**src/sv/assert_macros.svh**
```systemverilog
`ifndef ASSERT_MACROS_SVH
`define ASSERT_MACROS_SVH

// Checks are cut out of synthesis; each macro takes a label, clock, active-low
// reset and the property parts.
`ifndef SYNTHESIS
`define ASSERT_HOLDS(lbl, clk, rst_n, cond) \
  lbl: assert property (@(posedge clk) disable iff (!rst_n) (cond)) \
    else $error("assertion failed");
`define ASSERT_SAME(lbl, clk, rst_n, ante, cons) \
  lbl: assert property (@(posedge clk) disable iff (!rst_n) (ante) |-> (cons)) \
    else $error("assertion failed");
`define ASSERT_NEXT(lbl, clk, rst_n, ante, cons) \
  lbl: assert property (@(posedge clk) disable iff (!rst_n) (ante) |=> (cons)) \
    else $error("assertion failed");
`else
`define ASSERT_HOLDS(lbl, clk, rst_n, cond)
`define ASSERT_SAME(lbl, clk, rst_n, ante, cons)
`define ASSERT_NEXT(lbl, clk, rst_n, ante, cons)
`endif

`endif

```
**src/sv/tmt_pkg.sv**
```systemverilog
`timescale 1ns / 1ps

package tmt_pkg;

  localparam int DEF_ENTRIES = 16;

  localparam int OP_W     = 2;
  localparam int TAG_W    = 32;
  localparam int OWNER_W  = 16;
  localparam int STATUS_W = 3;
  localparam int SLOT_W   = 4;

  localparam logic [OP_W-1:0] OP_CREATE  = 2'd0;
  localparam logic [OP_W-1:0] OP_ACQUIRE = 2'd1;
  localparam logic [OP_W-1:0] OP_RELEASE = 2'd2;
  localparam logic [OP_W-1:0] OP_DESTROY = 2'd3;

  localparam logic [TAG_W-1:0] FREE_TAG = '0;

  localparam logic [STATUS_W-1:0] ST_OK        = 3'd0;
  localparam logic [STATUS_W-1:0] ST_RESERVED  = 3'd1;
  localparam logic [STATUS_W-1:0] ST_FULL      = 3'd2;
  localparam logic [STATUS_W-1:0] ST_NOT_FOUND = 3'd3;
  localparam logic [STATUS_W-1:0] ST_BUSY      = 3'd4;

  typedef struct packed {
    logic [TAG_W-1:0]   tag;
    logic               locked;
    logic [OWNER_W-1:0] owner;
  } entry_t;

endpackage

```
**src/sv/tagged_mutex_table.sv**
```systemverilog
// Answers: a request with the reserved tag is answered in the cycle after start; any other
//   scans entries from index 0, reading each into rd_data_r, until a match or the last entry.
// Requests: one at a time, taken only while idle; the scan reads the entry memory
//   one entry per cycle.
// Reset: table empties at once (per-entry valid bits clear); no clearing pass.
// The receiver cannot stall: out_strobe marks each word for exactly one cycle.
`timescale 1ns / 1ps
`include "assert_macros.svh"

module tagged_mutex_table
  import tmt_pkg::*;
#(
  parameter int ENTRIES = DEF_ENTRIES
) (
  input  logic                       clk,
  input  logic                       rst_n,
  input  logic                       start,
  output logic                       busy,
  input  logic [OP_W-1:0]            in_operation,
  input  logic signed [TAG_W-1:0]    in_tag,
  input  logic [OWNER_W-1:0]         in_requester_id,
  output logic                       out_strobe,
  output logic [STATUS_W-1:0]        out_status,
  output logic [SLOT_W-1:0]          out_slot
);

  localparam int IDX_W = (ENTRIES > 1) ? $clog2(ENTRIES) : 1;
  localparam logic [IDX_W-1:0] LAST = IDX_W'(ENTRIES - 1);

  typedef enum logic {S_IDLE, S_SCAN} state_t;

  state_t               state_r;
  logic [OP_W-1:0]      op_r;
  logic [TAG_W-1:0]     tag_r;
  logic [OWNER_W-1:0]   who_r;
  logic [IDX_W-1:0]     rd_idx_r;
  logic                 iss_r;
  logic [IDX_W-1:0]     chk_idx_r;
  logic                 chk_vld_r;
  logic [ENTRIES-1:0]   vld_r;
  logic                 rd_ok_r;
  entry_t               rd_data_r;
  logic                 out_strobe_r;
  logic [STATUS_W-1:0]  out_status_r;
  logic [SLOT_W-1:0]    out_slot_r;

  entry_t               mem [ENTRIES];

  entry_t               cur;
  logic [TAG_W-1:0]     key;
  logic                 hit;
  logic                 done_hit;
  logic                 done_miss;
  logic                 wr_en;
  entry_t               wr_entry;
  logic [STATUS_W-1:0]  hit_status;

  // never-written entries read as free/unlocked
  assign cur      = rd_ok_r ? rd_data_r : '0;
  assign key      = (op_r == OP_CREATE) ? FREE_TAG : tag_r;
  assign hit      = (cur.tag == key);
  assign done_hit  = (state_r == S_SCAN) && chk_vld_r && hit;
  assign done_miss = (state_r == S_SCAN) && chk_vld_r && !hit && (chk_idx_r == LAST);

  always_comb begin
    wr_entry   = cur;
    hit_status = ST_OK;
    case (op_r)
      OP_CREATE: begin
        wr_entry.tag    = tag_r;
        wr_entry.locked = 1'b0;
        wr_entry.owner  = '0;
      end
      OP_ACQUIRE: begin
        if (cur.locked) begin
          hit_status = ST_BUSY;
        end
        wr_entry.locked = 1'b1;
        wr_entry.owner  = who_r;
      end
      OP_RELEASE: begin
        wr_entry.locked = 1'b0;
        wr_entry.owner  = '0;
      end
      default: begin
        // destroy frees the tag only; lock and owner wait for the next create
        wr_entry.tag = FREE_TAG;
      end
    endcase
  end

  assign wr_en = done_hit && (hit_status == ST_OK);

  // entry memory: one read and one write port, registered read
  always_ff @(posedge clk) begin
    rd_data_r <= mem[rd_idx_r];
    if (wr_en) begin
      mem[chk_idx_r] <= wr_entry;
    end
  end

  always_ff @(posedge clk) begin
    if (!rst_n) begin
      state_r      <= S_IDLE;
      iss_r        <= 1'b0;
      chk_vld_r    <= 1'b0;
      rd_ok_r      <= 1'b0;
      vld_r        <= '0;
      out_strobe_r <= 1'b0;
    end else begin
      out_strobe_r <= 1'b0;
      rd_ok_r      <= vld_r[rd_idx_r];
      case (state_r)
        S_IDLE: begin
          if (start) begin
            op_r  <= in_operation;
            tag_r <= in_tag;
            who_r <= in_requester_id;
            if (in_tag == FREE_TAG) begin
              out_strobe_r <= 1'b1;
              out_status_r <= ST_RESERVED;
              out_slot_r   <= '0;
            end else begin
              state_r   <= S_SCAN;
              rd_idx_r  <= '0;
              iss_r     <= 1'b1;
              chk_vld_r <= 1'b0;
            end
          end
        end
        S_SCAN: begin
          // read of rd_idx_r lands next cycle, checked against chk_idx_r
          chk_vld_r <= iss_r;
          chk_idx_r <= rd_idx_r;
          if (iss_r) begin
            if (rd_idx_r == LAST) begin
              iss_r <= 1'b0;
            end else begin
              rd_idx_r <= rd_idx_r + 1'b1;
            end
          end
          if (done_hit) begin
            state_r      <= S_IDLE;
            iss_r        <= 1'b0;
            chk_vld_r    <= 1'b0;
            out_strobe_r <= 1'b1;
            out_status_r <= hit_status;
            out_slot_r   <= SLOT_W'(chk_idx_r);
            if (wr_en) begin
              vld_r[chk_idx_r] <= 1'b1;
            end
          end else if (done_miss) begin
            state_r      <= S_IDLE;
            iss_r        <= 1'b0;
            chk_vld_r    <= 1'b0;
            out_strobe_r <= 1'b1;
            out_status_r <= (op_r == OP_CREATE) ? ST_FULL : ST_NOT_FOUND;
            out_slot_r   <= '0;
          end
        end
        default: begin
          state_r <= S_IDLE;
        end
      endcase
    end
  end

  assign busy       = (state_r != S_IDLE);
  assign out_strobe = out_strobe_r;
  assign out_status = out_status_r;
  assign out_slot   = out_slot_r;

  `ASSERT_SAME(a_strobe_idle, clk, rst_n, out_strobe, !busy)
  `ASSERT_NEXT(a_reserved_answer, clk, rst_n, start && !busy && (in_tag == FREE_TAG),
               out_strobe && (out_status == ST_RESERVED))
  `ASSERT_NEXT(a_scan_starts, clk, rst_n, start && !busy && (in_tag != FREE_TAG),
               busy && !out_strobe)
  `ASSERT_SAME(a_issue_stops_last, clk, rst_n, (state_r == S_SCAN) && !iss_r, rd_idx_r == LAST)
  `ASSERT_HOLDS(a_one_outcome, clk, rst_n, !(done_hit && done_miss))

endmodule
```
**config.mk**
```make
export PLATFORM = sky130hd
export DESIGN_NAME = tagged_mutex_table
export DESIGN_NICKNAME = d
export VERILOG_FILES = /design/src/sv/tmt_pkg.sv /design/src/sv/tagged_mutex_table.sv
export VERILOG_INCLUDE_DIRS = /design/src /design/src/sv
export SDC_FILE = /design/constraint.sdc
export NUM_CORES = 1
export LEC_CHECK = 0
export ABC_AREA = 1
export BUFFER_PORTS_ARGS = -buffer_cell sky130_fd_sc_hd__clkbuf_2
export CORE_MARGIN = 10
export CORE_UTILIZATION = 30
export CTS_CLUSTER_SIZE = 28
export DETAILED_ROUTE_END_ITERATION = 8
export GPL_TIMING_DRIVEN = 1
export SLEW_MARGIN = 30
export SYNTH_ARGS = -nofsm -noshare
export SYNTH_HDL_FRONTEND = slang
export SYNTH_SLANG_ARGS = --single-unit
```
**constraint.sdc**
```tcl
create_clock -name clk -period 6.4 [get_ports clk]
set_input_delay 1.28 -clock clk [delete_from_list [all_inputs] [get_ports clk]]
set_output_delay 1.28 -clock clk [all_outputs]
set_load 0.005 [all_outputs]
```
==> out/metrics.csv, run 1 <==
stage,metric,value,unit
placed_design,gp_congestion,0.818,
synth,yosys_register_bits,631,
global_routing,grt_first_pass_wirelength,103000,µm
sta,min_period,4.42,ns
floorplanning,core.rowCount,106,
sta,tightest_slew,1.01,ns
global_routing,grt_start_max_net_pins,163,
synth,yosysTopAreaCell,edfxtp_1,
placed_design,place.port_buffers,45,
setup_path,r2r_start,rd_ok_r$_SDFF_PN0_,
sta,rsz0062_at_grt,false,
power_and_ir_drop,ir_drop,0.000216,V
synth,yosysWarnings,0,
setup_path,critical_path_peak_fanout,34,
power_and_ir_drop,clkPwrFrac,0.421,
sta,finalSetupTns,0,ns
setup_path,crit_type,flip-flop to flip-flop,
sta,finalMaxSlewViolations,0,
synth,yosysMostFrequentCell,edfxtp_1,
global_routing,antenna_found_initial,5,
sta,period_share,0.690,
power_and_ir_drop,powerDensity,312,nW/µm²
flow_run,drv_cap,0,
synth,ys_types,34,
synth,synth_top_area_frac,0.685,
clocking,clk_latency,0.60,ns
routing,drtPass1Iterations,5,
routing,drtAntennaViolNets,0,
power_and_ir_drop,finalPower,9030,µW
placed_design,post-dp-hpwl,37100,µm
setup_path,crit_arrival,4.64,ns
sta,skew,0.0236,ns
min_path,worstHoldStart,vld_r[0]$_SDFFE_PN0P_,
placed_design,placement.setup.worst_slack,2.10,ns
synth,synth_edf_count,577,
global_routing,grtUsageTotal,0.141,
sta,setup_slack,1.98,ns
synth,synthTopCellsByArea,"edfxtp_1, o21ai_0, nor2_1",
synth,syn_inst,2095,
floorplanning,start_util,0.303,
routing,routed-via-count,17000,
synth,ys.flop_type,edfxtp_1,
routing,post_drt_via_cell_ratio,5.22,
synth,synth-async-reset-ratio,0,
power_and_ir_drop,p_int,6980,µW
layout,finalNetCount,2172,
clocking,postCtsHoldBufs,0,
clocking,numCtsBuffers,67,
synth,seq_area_frac_synth,0.728,
synth,syn_area,25300,µm²
floorplanning,io_pins,62,
power_and_ir_drop,pwr-share-seq,0.510,
floorplanning,die_w,310,µm
setup_path,required,6.63,ns
power_and_ir_drop,power.leakage,0.00974,µW
layout,fillers,8076,
min_path,min_path_type,flip-flop to flip-flop,
synth,syn_nets,2153,
global_routing,grt_pass1_vias,16500,
floorplanning,coreArea,83600,µm²
clocking,post_cts_buffers,0,
sta,hold_viol,0,
routing,routedWlPerCell,21.5,µm
sta,fmax,226,MHz
sta,slew_headroom,0.328,
synth,synth_common_cells,"edfxtp_1, nor2_1, nand2_1",
clocking,clkTransAtPathRegs,0.06,ns
layout,drive_gt1_frac,0.117,
routing,drt_iter0_drc,1741,
synth,syn_area_per_cell,12.1,µm²
clocking,cts_buffer_depth,3,
clocking,h-tree-depth,3,
status,status,finished clean,
routing,drc,0,
floorplanning,die_h,310,µm
sta,finalSetupViolCount,0,
floorplanning,die_area,96300,µm²
setup_path,startpoint,rd_ok_r$_SDFF_PN0_,
clocking,root_buffer,clkbuf_16,
layout,diodes,0,
layout,area_delta_synth_final,14.5,%
routing,wirelength,69700,µm
setup_path,start_kind,flip-flop,
power_and_ir_drop,sw_frac_of_total,0.227,
power_and_ir_drop,pwr-share-comb,0.069,
clocking,cts.sinks,631,
setup_path,end_kind,flip-flop,
global_routing,grt.overflow.total,0,
power_and_ir_drop,net-switching-power,2050,µW
clocking,ctsResizeCount,0,
clocking,cts_tree,built,
[worst max-delay path, cell delays in order (launching register included)]
cell      delay [ns]
dfxtp_2         0.87
buf_4           0.38
nand4_1         0.12
nand2_1         0.13
nand2_1         0.06
nor2_1          0.18
nand2_1         0.13
nor2_4          0.28
nand3_4         0.21
clkinv_2        0.27
nand4_1         0.27
nor2_4          0.56
buf_4           0.51
[area by class of cell]
cell class                      count  area, µm²  share of cell area
Sequential cell                   631      18400               0.636
Multi-Input combinational cell   1253       6190               0.214
Clock buffer                       99       1970              0.0681
Tap cell                         1080       1350              0.0467
Timing Repair Buffer               82        523              0.0181
Inverter                           79        315              0.0109
Clock inverter                     23        190             0.00657
[power by group through the flow]
stage / sequential (µW) / clock (µW) / combinational, µW
3_3_place_gp: 4690 / 0 / 590
6_report: 4600 / 3800 / 624
5_1_grt: 4600 / 4020 / 686
2_1_floorplan: 4660 / 0 / 418
3_5_place_dp: 4680 / 0 / 608
4_1_cts: 4600 / 3850 / 611
[state kept, by name, indices dropped and copies added (netlist names)]
signal and flops:
op_r 2, chk_idx_r 4, vld_r 16, mem 528, iss_r 1, rd_ok_r 1
out_strobe 1, rd_data_r 33, busy 1, rd_idx_r 4, out_slot 4, tag_r 32
chk_vld_r 1, out_status 3
[cells in the final DEF (no fill, tap or decap), drive strengths merged, types with 55 or more instances in the layout]
master / n
nand2: 286
o221ai: 55
o22ai: 77
a21oi: 62
nand3: 112
inv: 75
nor2: 334
o21ai: 283
edfxtp: 577
clkbuf: 144
[final timing paths]
check	endpoint	slack (ns)	cells after the start
worst max register to register	mem[5][23]$_DFFE_PP_	1.98	12
worst max-delay path	mem[5][23]$_DFFE_PP_	1.98	12
worst min-delay path	vld_r[0]$_SDFFE_PN0P_	0.45	2
worst min register to register	vld_r[0]$_SDFFE_PN0P_	0.45	2
[through the flow]
step | std cells | utilization | hold WS [ns] | cell area (µm²)
5_1_grt | 3247 | 0.346 | 0.472 | 29000
3_5_place_dp | 3125 | 0.319 | 0.439 | 26700
3_3_place_gp | 3125 | 0.319 | 0.437 | 26600
6_report | 3247 | 0.346 | 0.450 | 29000
4_1_cts | 3247 | 0.345 | 0.448 | 28800
2_1_floorplan | 2095 | - | 0.427 | 25300
[per-layer routing]
layer | routed length, µm | track usage | vias up
li1 | - | - | 7621
met1 | 29600 | 0.187 | 8506
met2 | 32300 | 0.224 | 682
met3 | 5770 | 0.0327 | 143
met4 | 2020 | 0.0507 | 10
met5 | 52 | 0 | -
[cell families after synthesis]
kind of cell    count (synthesis)  share of synthesized area
compound gates                493                      0.111
flops                         631                      0.728
buf+inv                       211                     0.0349
fa+ha+maj                       5                    0.00247
xor+xnor                        3                    0.00104
simple gates                  752                      0.123
(Power assumes the default switching activity.)
==> run 2, diff against run 1 <==
--- a/config.mk
+++ b/config.mk
@@ -6,7 +6,7 @@
 export SDC_FILE = /design/constraint.sdc
 export NUM_CORES = 1
 export LEC_CHECK = 0
-export ABC_AREA = 1
+export ABC_AREA = 0
 export BUFFER_PORTS_ARGS = -buffer_cell sky130_fd_sc_hd__clkbuf_2
 export CORE_MARGIN = 10
 export CORE_UTILIZATION = 30
==> constraint.sdc (replaced) <==
create_clock -name clk -period 4.5 [get_ports clk]
set_input_delay 0.9 -clock clk [delete_from_list [all_inputs] [get_ports clk]]
set_output_delay 0.9 -clock clk [all_outputs]
set_load 0.005 [all_outputs]
==> run 2 against run 1 <==
  * Hold slack improved by 0.018 ns
  * Worst setup slack worse by 1.5 ns
  * Sequential share of layout area fell by 0.27 points
  * Via count down 26%
  * Critical path depth down 2
  * First-iteration DRC count shrank 9.9%
  * Register-to-register slack lost 1.5 ns
  * Total power rose by 42%
==> out/metrics.csv, run 2 <==
stage,metric,value,unit,change
sta,fmax,246,MHz,+8.8%
synth,ys_types,53,,+56%
setup_path,crit_type,flip-flop to flip-flop,,
floorplanning,io_pins,62,,unchanged
floorplanning,core.rowCount,105,,-0.94%
floorplanning,die_h,307,µm,-1.0%
synth,syn_nets,1293,,-40%
sta,rsz0062_at_grt,false,,
floorplanning,die_w,307,µm,-1.0%
clocking,root_buffer,clkbuf_16,,
routing,drtAntennaViolNets,0,,unchanged
layout,drive_gt1_frac,0.289,,+0.172
setup_path,critical_path_peak_fanout,20,,-41%
setup_path,crit_arrival,4.30,ns,-0.34 ns
floorplanning,coreArea,81800,µm²,-2.0%
routing,drtPass1Iterations,5,,unchanged
sta,skew,0.0312,ns,+0.00762 ns
setup_path,end_kind,flip-flop,,
min_path,min_path_type,flip-flop to flip-flop,,
layout,multiInputGateArea,6180,µm²,-0.24%
synth,synthTopCellsByArea,"edfxtp_1, mux4_2, dfxtp_1",,
sta,min_period,4.06,ns,-0.356 ns
clocking,cts_buffer_depth,3,,unchanged
clocking,cts_tree,built,,
setup_path,start_kind,flip-flop,,
clocking,postCtsHoldBufs,0,,unchanged
routing,drt_iter0_drc,1569,,-9.9%
synth,seq_area_frac_synth,0.744,,+0.0165
routing,routed-via-count,12600,,-26%
clocking,clkTransAtPathRegs,0.06,ns,about the same
synth,synth-async-reset-ratio,0,,unchanged
layout,largest_reg_flops,528,,unchanged
placed_design,place.port_buffers,45,,unchanged
layout,top_register,mem,,
setup_path,r2r_start,op_r[0]$_DFFE_PP_,,
layout,final_cell_mix,"edfxtp_1, mux4_2, clkbuf_16",,
synth,syn_area_per_cell,20.0,µm²,+66%
synth,synth_edf_count,577,,unchanged
sta,period_share,0.902,,+0.212
clocking,numCtsBuffers,66,,-1.5%
global_routing,grt_first_pass_wirelength,86400,µm,-16%
floorplanning,start_util,0.302,,-0.000518
global_routing,grt_pass1_vias,12900,,-22%
synth,yosysTopAreaCell,edfxtp_1,,
sta,hold_ws,0.467,ns,+0.0177 ns
sta,finalMaxSlewViolations,0,,unchanged
synth,ys.flop_type,edfxtp_1,,
layout,layoutNonFillerInstCount,2450,,-25%
layout,regArea,18400,µm²,about the same
synth,yosys_register_bits,631,,unchanged
routing,wirelength,58000,µm,-17%
placed_design,post-dp-hpwl,34100,µm,-8.2%
routing,drc,0,,unchanged
flow_run,drv_cap,0,,unchanged
routing,routedWlPerCell,23.7,µm,+10%
power_and_ir_drop,ir_drop,0.000227,V,+5.3%
synth,yosysWarnings,0,,unchanged
global_routing,grt.overflow.total,0,,unchanged
synth,yosysMostFrequentCell,edfxtp_1,,
status,status,finished clean,,
global_routing,antenna_found_initial,3,,-2
synth,synth_common_cells,"edfxtp_1, mux4_2, nor2_1",,
clocking,h-tree-depth,3,,unchanged
power_and_ir_drop,powerDensity,442,nW/µm²,+42%
layout,reg_top3,"mem (528), rd_data_r (33), tag_r (32)",,
setup_path,startpoint,op_r[0]$_DFFE_PP_,,
synth,syn_area,24700,µm²,-2.2%
layout,layout_commonest_cell,edfxtp_1,,
layout,diodes,0,,unchanged
min_path,worstHoldStart,vld_r[10]$_SDFFE_PN0P_,,
placed_design,gp_congestion,0.893,,+9.1%
setup_path,required,4.74,ns,-1.89 ns
sta,hold_viol,0,,unchanged
power_and_ir_drop,power.leakage,0.00933,µW,-4.2%
clocking,cts.sinks,631,,unchanged
layout,finalNetCount,1386,,-36%
routing,post_drt_via_cell_ratio,5.14,,-1.7%
synth,syn_inst,1235,,-41%
layout,fillers,7454,,-7.7%
sta,finalSetupViolCount,0,,unchanged
clocking,clk_latency,0.60,ns,about the same
floorplanning,die_area,94300,µm²,-2.1%
sta,slew_headroom,0.336,,+0.00771
clocking,ctsResizeCount,0,,unchanged
global_routing,grt_start_max_net_pins,140,,-14%
placed_design,dp.cells,2329,,-25%
power_and_ir_drop,finalPower,12900,µW,+42%
layout,utilization,0.355,,+0.00871
sta,tightest_slew,0.993,ns,-0.0152 ns
synth,synth_top_area_frac,0.701,,+0.0155
layout,area_delta_synth_final,17.6,%,
global_routing,grtUsageTotal,0.123,,-0.0181
clocking,post_cts_buffers,0,,unchanged
-- run 2: changes by cell type after synthesis, sizes merged, moves of 18 or more --
cell,delta
a21oi,-60
a22oi,+32
clkbuf,-55
inv,-51
mux4,+170
nand2,-255
nand3,-107
nor2,-279
nor4,+18
o21ai,-231
o221ai,-54
o22ai,-74
-- run 2: path summary, 6_finish.rpt --
kind	end	slack (ns)	depth (start not counted)
setup / recovery	mem[12][43]$_DFFE_PP_	0.44	10
hold reg to reg	vld_r[10]$_SDFFE_PN0P_	0.47	1
hold / removal	vld_r[10]$_SDFFE_PN0P_	0.47	1
setup reg to reg	mem[12][43]$_DFFE_PP_	0.44	10
-- run 2: layout make-up --
class                           instances  share of cell area
Clock buffer                           83              0.0630
Clock inverter                         37              0.0149
Inverter                               25             0.00323
Multi-Input combinational cell        516               0.212
Sequential cell                       631               0.633
Tap cell                             1070              0.0460
Timing Repair Buffer                   88              0.0272
-- run 2: worst max-delay path, cell delays in order, from the launching register on --
cell and delay (ns):
edfxtp_1 0.40, inv_1 0.07, ha_2 0.31, or4b_1 0.55, o32a_1 0.17, a32oi_1 0.21
nand4_1 0.16, or4_1 0.61, or2_1 0.56, nor3_4 0.33, buf_4 0.33
-- run 2: logic make-up (layout without fill, tap and decap cells) --
logic type,after synthesis,count (layout),synth area share
DFF,631,631,0.744
and+or+nand+nor,184,184,0.0406
xor gates and xnor gates,13,13,0.00460
buffers and inverters,88,233,0.0138
adders and majority gates,5,5,0.00253
muxes,171,171,0.155
AOI/OAI and AO/OA,143,143,0.0388
-- run 2: power breakdown --
group	internal (µW)	leakage (µW)	switching [µW]
Combinational	323	0.00237	337
Sequential	6430	0.00585	134
Clock	3410	0.00111	2220
Total	10200	0.00933	2690
-- run 2: routing by layer --
layer	track usage	part of all wire
met5	0	0
met4	0.0397	0.026
met2	0.180	0.44
met1	0.176	0.45
met3	0.0330	0.082
-- run 2: stage by stage --
stage          area [µm²]  setup TNS, ns  worst slack [ns]
6_report            29100              0             0.440
5_1_grt             29100              0             0.195
4_1_cts             29000              0             0.436
3_5_place_dp        26800              0             0.459
3_3_place_gp        26700              0             0.470
2_1_floorplan       24800         -63.79            -0.398
